==> src/design/aoc_pkg.sv <==
package aoc_pkg;

  localparam int ADDR_W          = 32;
  localparam int COUNT_W         = 16;
  localparam int RANK_W          = 7;
  localparam int STATUS_W        = 2;
  localparam int USED_OUT_W      = 8;
  localparam int DEFAULT_ENTRIES = 128;

  localparam int S_TDATA_W = 40;
  localparam int M_TDATA_W = 64;
  localparam int M_FIELDS_W = ADDR_W + COUNT_W + 1 + USED_OUT_W;

  localparam logic [COUNT_W-1:0] COUNT_MAX = '1;
  localparam logic [COUNT_W-1:0] COUNT_ONE = COUNT_W'(1);

  localparam logic FUNC_SEE  = 1'b0;
  localparam logic FUNC_READ = 1'b1;

  localparam logic [STATUS_W-1:0] STATUS_NEW     = 2'd0;
  localparam logic [STATUS_W-1:0] STATUS_COUNTED = 2'd1;
  localparam logic [STATUS_W-1:0] STATUS_FULL    = 2'd2;
  localparam logic [STATUS_W-1:0] STATUS_READ    = 2'd3;

  typedef struct packed {
    logic capture;
    logic see;
    logic inc;
    logic insert;
  } cell_ctl_t;

  typedef enum logic [1:0] {
    ST_IDLE = 2'b01,
    ST_EXEC = 2'b10
  } state_t;

endpackage

==> src/design/aoc_cell.sv <==
module aoc_cell #(
  parameter int INDEX = 0
) (
  input  logic                              clk,
  input  logic                              rst,
  input  aoc_pkg::cell_ctl_t                ctl,
  input  logic [aoc_pkg::ADDR_W-1:0]        key,
  input  logic [aoc_pkg::RANK_W-1:0]        rank,
  input  logic [aoc_pkg::ADDR_W-1:0]        left_addr,
  input  logic [aoc_pkg::COUNT_W-1:0]       left_count,
  input  logic                              left_valid,
  input  logic                              left_lt,
  output logic [aoc_pkg::ADDR_W-1:0]        addr,
  output logic [aoc_pkg::COUNT_W-1:0]       count,
  output logic                              valid,
  output logic                              lt,
  output logic                              sel,
  output logic [aoc_pkg::ADDR_W-1:0]        sel_addr,
  output logic [aoc_pkg::COUNT_W-1:0]       sel_count
);

  logic load_key;
  logic shift;

  assign load_key = ctl.insert && !lt && left_lt;
  assign shift    = ctl.insert && !lt && !left_lt;

  always_ff @(posedge clk) begin
    if (rst) begin
      valid <= 1'b0;
      lt    <= 1'b0;
      sel   <= 1'b0;
    end else begin
      if (ctl.capture) begin
        lt <= valid && (addr < key);
        if (ctl.see) begin
          sel <= valid && (addr == key);
        end else begin
          sel <= valid && (int'(rank) == INDEX);
        end
      end
      if (load_key) begin
        valid <= 1'b1;
      end else if (shift) begin
        valid <= left_valid;
      end
    end
  end

  always_ff @(posedge clk) begin
    if (load_key) begin
      addr  <= key;
      count <= aoc_pkg::COUNT_ONE;
    end else if (shift) begin
      addr  <= left_addr;
      count <= left_count;
    end else if (ctl.inc && sel && count != aoc_pkg::COUNT_MAX) begin
      count <= count + aoc_pkg::COUNT_ONE;
    end
  end

  assign sel_addr  = sel ? addr : '0;
  assign sel_count = sel ? count : '0;

endmodule

==> config.mk <==
export PLATFORM = sky130hd
export DESIGN_NAME = aoc_cell
export DESIGN_NICKNAME = d
export VERILOG_FILES = /design/src/design/aoc_pkg.sv /design/src/design/aoc_cell.sv
export SDC_FILE = /design/constraint.sdc
export NUM_CORES = 1
export LEC_CHECK = 0
export ABC_CLOCK_PERIOD_IN_PS = 2300
export BUFFER_PORTS_ARGS = -buffer_cell sky130_fd_sc_hd__buf_2
export CAP_MARGIN = 20
export CORE_ASPECT_RATIO = 0.7
export CORE_MARGIN = 1
export CORE_UTILIZATION = 41
export CTS_CLUSTER_DIAMETER = 80
export CTS_CLUSTER_SIZE = 16
export DETAILED_ROUTE_END_ITERATION = 10
export PLACE_DENSITY_LB_ADDON = 0.08
export RECOVER_POWER = 50
export SETUP_SLACK_MARGIN = 0.4
export SYNTH_ARGS = -nofsm -noshare
export SYNTH_HDL_FRONTEND = slang
export SYNTH_SLANG_ARGS = --single-unit
==> constraint.sdc <==
create_clock -name clk -period 2.3 [get_ports clk]
set_clock_uncertainty 0.15 [all_clocks]
set_input_delay 0.575 -clock clk [delete_from_list [all_inputs] [get_ports clk]]
set_output_delay 0.575 -clock clk [all_outputs]
set_load 0.02 [all_outputs]
==> impl_metrics.py, run 1 <==
metrics = {
    "clock_tree": {
        "clk_pin_slew_worst_paths_ps": 70,
        "cts_bufs_inserted": 5,
        "clk_latency_ps": 280,
        "cts_tree": "yes",
        "clockRootBuffer": "clkbuf_16",
        "cts-root-to-sink-buffers": 2,
        "clkSinkCount": 51,
        "cts-htree-levels": 2,
        "hold_buffers": 0,
    },
    "sta": {
        "slew_viol_final": 0,
        "period_share": 0.978,
        "clock.fmax_mhz": 445,
        "min_clock_period_post_route_ps": 2250,
        "setup_viol": 0,
        "slew-limit-headroom": 0.225,
        "timing_hold_violations_final": 0,
        "transition_time_at_the_pin_with_the_least_slew_margin_ps": 1160,
        "grt_setup_unrepaired": "yes",
    },
    "placed_design": {
        "port_buffers": 193,
        "dp.final_hpwl_um": 8030,
        "gpl.final_weighted_congestion": 0.862,
    },
    "layout": {
        "fillers": 712,
        "final_common_cell": "buf_2",
        "utilization": 0.640,
        "multiInputGateArea_um2": 2120,
        "syn_to_final_growth_pct": 48.3,
        "drive_above_1_share": 0.417,
        "num-nets-final": 741,
        "mostFrequentLayoutCells": "171 x buf_2, 51 x nand2_1, 48 x and2_1",
        "n_antenna_cell": 0,
        "register_area_um2": 1370,
    },
    "worst_setup_path": {
        "worst-r2r-setup-slack_ps": 50,
        "worstPathRequired_ps": 2350,
        "worst_r2r_startpoint": "addr[30]",
        "path_class": "reg -> reg",
        "timing.critical_path.slowest_stage_cell": "or4_4",
        "timing.critical_path.max_delay_family": "simple AND/OR/NAND/NOR gates",
        "worstSetupStartpointType": "register",
        "r2r.worst_path.cells": 6,
        "worstPathCellList": "ha_4 > nand4_1 > nor3_2 > nand3_1 > or4_4 > a311oi_2",
        "timing.critical_path.arrival_ps": 2300,
        "critPathCaptureType": "register",
        "worstPathMaxFanout": 3,
        "timing.critical_path.buf_inv": 0,
        "crit-reg2reg-capture": "sel",
        "largest_stage_delay_worst_path_ps": 500,
    },
    "run_status": {
        "violated_checks": "DRC",
        "status": "finished, violations left",
    },
    "global_routing": {
        "first_global_vias": 3293,
        "global_route.overflow_total": 0,
        "first_pass_grt_wire_length_um": 16400,
        "grt_antenna_before_repair": 0,
        "grtUsageTotal": 0.234,
        "maximum_number_of_pins_on_one_net_before_global_route_repair": 36,
    },
    "yosys": {
        "synth_async_sr_flop_share": 0,
        "yosysTopAreaCellShare": 0.278,
        "synth_top_cell_by_area": "edfxtp_1",
        "synth.lib_cells_used.distinct": 43,
        "synth.yosys.seq_area_share": 0.388,
        "synth_area_um2": 3450,
        "avgSynthCellArea_um2": 8.64,
        "synthTopCellsByArea": "edfxtp_1 28%, ha_1 12%, dfxtp_1 11%",
        "number_of_synthesized_flops_with_an_enable_pin": 32,
        "synth_ff_type": "edfxtp_1",
        "yosys_register_bits": 51,
        "syn_inst": 400,
        "syn-num-nets": 528,
        "ys_warn_count": 0,
    },
    "power_and_ir_drop": {
        "worst_ir_drop_vdd_uv": 364,
        "power.static_leakage_nw": 2.47,
        "power_mw": 2.64,
        "power.density_nw_per_um2": 516,
    },
    "floorplan": {
        "die_height_um": 78.8,
        "floorplan.core_area_um2": 8010,
        "die_area_um2": 8800,
        "rows": 27,
        "dieWidth_um": 112,
        "start_util": 0.431,
        "design.portCount": 194,
    },
    "route": {
        "post_drt_via_cell_ratio": 5.07,
        "routedWlPerCell_um": 14.6,
        "routed_wl_um": 10400,
        "detail_route.drc_violations": 13,
        "drt_pre_antenna_iters": 7,
        "antenna_violating_nets_post_route": 0,
        "via_count": 3627,
        "drt-initial-drc-count": 219,
    },
    "hold_path": {
        "hold-path-endpoint": "count[8]",
        "min_delay_startpoint": "left_count[8]",
        "min_delay_path_depth": 3,
        "class_of_the_tightest_hold_or_removal_check": "in -> reg",
    },
    "run": {
        "max-cap-violations": 0,
    },
}
[cell usage after synthesis, types with 6 or more instances]
master	n
a21oi_1	20
and2_1	49
clkbuf_1	16
dfxtp_1	19
edfxtp_1	32
ha_1	33
inv_1	36
nand2_1	53
nand3_1	18
nand4_1	10
nor2_1	8
nor3_1	6
o21ai_0	43
xnor2_1	11
[kinds of logic after synthesis]
| group | synth area share |
|---|---|
| simple gates | 0.250 |
| compound gates | 0.148 |
| buf+inv | 0.0579 |
| flops | 0.388 |
| fa+ha+maj | 0.120 |
| xor+xnor | 0.0279 |
| mux | 0.00905 |
[worst register-to-register path: stages, from the launching register on]
cell and delay, ps:
edfxtp_1 430, ha_4 300, nand4_1 140, nor3_2 300
nand3_1 150, or4_4 500, a311oi_2 190
[flip-flops by register name (all words and copies together) (netlist names)]
| signal | cells |
|---|---|
| addr | 32 |
| lt | 1 |
| sel | 1 |
| count | 16 |
| valid | 1 |
[metrics by stage]
stage	setup TNS [ps]	std cells	hold slack [ps]	setup slack, ps	area [µm²]
finish	0	715	343	51.6	5120
global route	-67.1	715	342	-67.1	5120
CTS	0	704	336	64.5	4960
detailed placement	-230	691	370	-230	4710
global placement	-131	691	362	-131	4710
floorplan	0	400	438	167	3570
[cell type report]
type	count	area share
Clock inverter	1	0.000977
Tap cell	101	0.0247
Multi-Input combinational cell	296	0.415
Timing Repair Buffer	223	0.231
Inverter	36	0.0303
Clock buffer	7	0.0320
Sequential cell	51	0.267
[worst max-delay path by stage]
stage           to  depth (start not counted)  slack [ps]      from
3_3_place_gp   sel                          8        -130   key[19]
3_5_place_dp   sel                          8        -230   key[19]
2_1_floorplan  sel                          7         170   key[19]
5_1_grt        sel                          6         -70  addr[30]
4_1_cts        sel                          6          60  addr[30]
6_report       sel                          6          50  addr[30]
[layer usage]
layer / part of all wire / GRT usage / vias up / routed length [µm]
met5: 0 / 0 / - / 0
met4: 0.0052 / 0.0405 / 0 / 54
met3: 0.075 / 0.0450 / 4 / 781
met1: 0.48 / 0.332 / 1633 / 5050
li1: - / - / 1835 / -
met2: 0.44 / 0.372 / 155 / 4570
[repair_timing]
item | CTS | global route
setup endpoints to repair | 55 | 64
setup buffers | 5 | 11
gates cloned | 0 | 0
gates resized for setup | 12 | 29
pin swaps | 2 | 10
[where the power goes]
| group | switching (mW) | internal, mW | leakage, nW |
|---|---|---|---|
| registers | 0.0913 | 1.07 | 0.476 |
| logic | 0.384 | 0.276 | 1.91 |
| clock network | 0.323 | 0.498 | 0.0850 |
| total | 0.798 | 1.84 | 2.47 |
Power figures use the tool's default switching activity.
==> run 2: changes to the inputs <==
Settings changed: ABC_CLOCK_PERIOD_IN_PS 2300 to 2360, CORE_ASPECT_RATIO 0.7 to 0.5, CORE_UTILIZATION 41 to 45, GPL_TIMING_DRIVEN set to 0.
Clock period 2.3 ns to 2.36 ns, I/O delays scaled along.
==> run 2 against run 1 <==
Against the previous run:
- the run now ends clean
- sequential power about the same
- utilization grew 7.1 points
- largest power group unchanged
- hold slack improved by 5.2 ps
- critical path type unchanged
- highest routed layer unchanged
==> impl_metrics.py, run 2 (synthesis gave the netlist of run 1 again) <==
metrics = {
    "worst_setup_path": {
        "worst_r2r_startpoint": "addr[30]",
        "timing.critical_path.arrival_ps": 2290,
        "timing.critical_path.max_delay_family": "simple AND/OR/NAND/NOR gates",
        "largest_stage_delay_worst_path_ps": 440,
        "worstPathMaxFanout": 2,
        "critPathCaptureType": "register",
        "worstSetupStartpointType": "register",
        "timing.critical_path.slowest_stage_cell": "edfxtp_1",
        "worstPathCellList": "ha_4 > nand4_1 > nor3_4 > nand3_2 > or4_1 > a311oi_1",
        "crit-reg2reg-capture": "sel",
        "worst-r2r-setup-slack_ps": 120,
        "r2r.worst_path.cells": 6,
        "worstPathRequired_ps": 2410,
        "timing.critical_path.buf_inv": 0,
        "path_class": "reg -> reg",
    },
    "route": {
        "routed_wl_um": 10300,
        "drt_pre_antenna_iters": 4,
        "via_count": 3666,
        "drt-initial-drc-count": 179,
        "post_drt_via_cell_ratio": 5.11,
        "routedWlPerCell_um": 14.4,
        "detail_route.drc_violations": 0,
        "antenna_violating_nets_post_route": 0,
    },
    "hold_path": {
        "class_of_the_tightest_hold_or_removal_check": "in -> reg",
        "min_delay_startpoint": "left_count[8]",
        "min_delay_path_depth": 3,
        "hold-path-endpoint": "count[8]",
    },
    "clock_tree": {
        "clk_latency_ps": 290,
        "hold_buffers": 0,
        "cts-htree-levels": 2,
        "cts_tree": "yes",
        "cts_bufs_inserted": 5,
        "cts-root-to-sink-buffers": 2,
        "clkSinkCount": 51,
        "clk_pin_slew_worst_paths_ps": 70,
        "clockRootBuffer": "clkbuf_16",
    },
    "sta": {
        "slew-limit-headroom": 0.286,
        "clock.fmax_mhz": 447,
        "grt_setup_unrepaired": "yes",
        "period_share": 0.948,
        "setup_tns_ps": 0,
        "whs_ps": 348,
        "transition_time_at_the_pin_with_the_least_slew_margin_ps": 1070,
        "timing_hold_violations_final": 0,
        "setup_viol": 0,
        "min_clock_period_post_route_ps": 2240,
        "slew_viol_final": 0,
    },
    "floorplan": {
        "floorplan.core_area_um2": 7380,
        "design.portCount": 194,
        "start_util": 0.468,
        "rows": 22,
        "die_height_um": 64.0,
        "dieWidth_um": 126,
        "die_area_um2": 8050,
    },
    "placed_design": {
        "cell_count_after_placement": 689,
        "dp.final_hpwl_um": 7400,
        "gpl.final_weighted_congestion": 0.897,
        "placed_cell_area_um2": 4650,
        "port_buffers": 193,
    },
    "layout": {
        "largest_register_ffs": 32,
        "drive_above_1_share": 0.368,
        "final_common_cell": "buf_2",
        "syn_to_final_growth_pct": 51.8,
        "instances_no_fill": 718,
        "max_flop_register": "addr",
        "fillers": 681,
        "n_antenna_cell": 0,
        "mostFrequentLayoutCells": "125 x buf_2, 51 x nand2_1, 51 x clkbuf_1",
        "final_design_area_no_fill_um2": 5240,
        "num-nets-final": 749,
        "largest_regs": "addr: 32 flops, count: 16 flops",
    },
    "global_routing": {
        "grtUsageTotal": 0.242,
        "global_route.overflow_total": 0,
        "maximum_number_of_pins_on_one_net_before_global_route_repair": 42,
        "first_pass_grt_wire_length_um": 15200,
        "first_global_vias": 3144,
        "grt_antenna_before_repair": 0,
    },
    "power_and_ir_drop": {
        "power_mw": 2.56,
        "power.density_nw_per_um2": 489,
        "power.static_leakage_nw": 2.41,
        "worst_ir_drop_vdd_uv": 307,
    },
    "run_status": {
        "status": "finished clean",
    },
    "run": {
        "max-cap-violations": 0,
    },
}
run 2: what timing repair did:
action	CTS	global route
pin swaps	2	10
setup buffers	10	9
endpoints found under the setup margin	97	95
cloned	0	2
gates resized for setup	15	109
run 2: layout make-up:
cell class                      instances  area (µm²)  area share
Timing Repair Buffer                  214        1270       0.242
Sequential cell                        51        1360       0.258
Inverter                               36         155      0.0296
Multi-Input combinational cell        296        2070       0.395
Buffer                                 17         116      0.0222
Tap cell                               96         120      0.0229
Clock buffer                            8         156      0.0298
run 2: worst max-delay path by stage:
stage               end  slack [ps]  depth (start not counted)     start
global placement    sel        -140                          8   key[30]
global route        sel          20                          6  addr[29]
detailed placement  sel        -180                          8   key[30]
floorplan           sel         210                          7   key[19]
finish              sel         120                          6  addr[30]
CTS                 sel         130                          6  addr[31]
run 2: worst min-delay path, cell delays in order:
cell	delay, ps
buf_2	70
nand2_1	40
o21ai_1	60
run 2: routing by layer:
layer,global-route usage,up-vias,wire length [µm]
met1,0.313,1711,4690
li1,-,1848,-
met3,0.0570,5,575
met5,0,-,0
met2,0.415,102,5050
met4,0.0452,0,42
run 2: power by group:
| group | internal (mW) | total (mW) | switching (mW) |
|---|---|---|---|
| Sequential | 1.04 | 1.13 | 0.0866 |
| Clock | 0.453 | 0.788 | 0.335 |
| Combinational | 0.275 | 0.650 | 0.375 |
| Total | 1.77 | 2.56 | 0.796 |
run 2: per-stage QoR:
stage           util  worst slack [ps]
2_1_floorplan      -               212
3_3_place_gp   0.631              -142
3_5_place_dp   0.631              -185
4_1_cts        0.668               128
5_1_grt        0.711              18.7
6_report       0.711               124
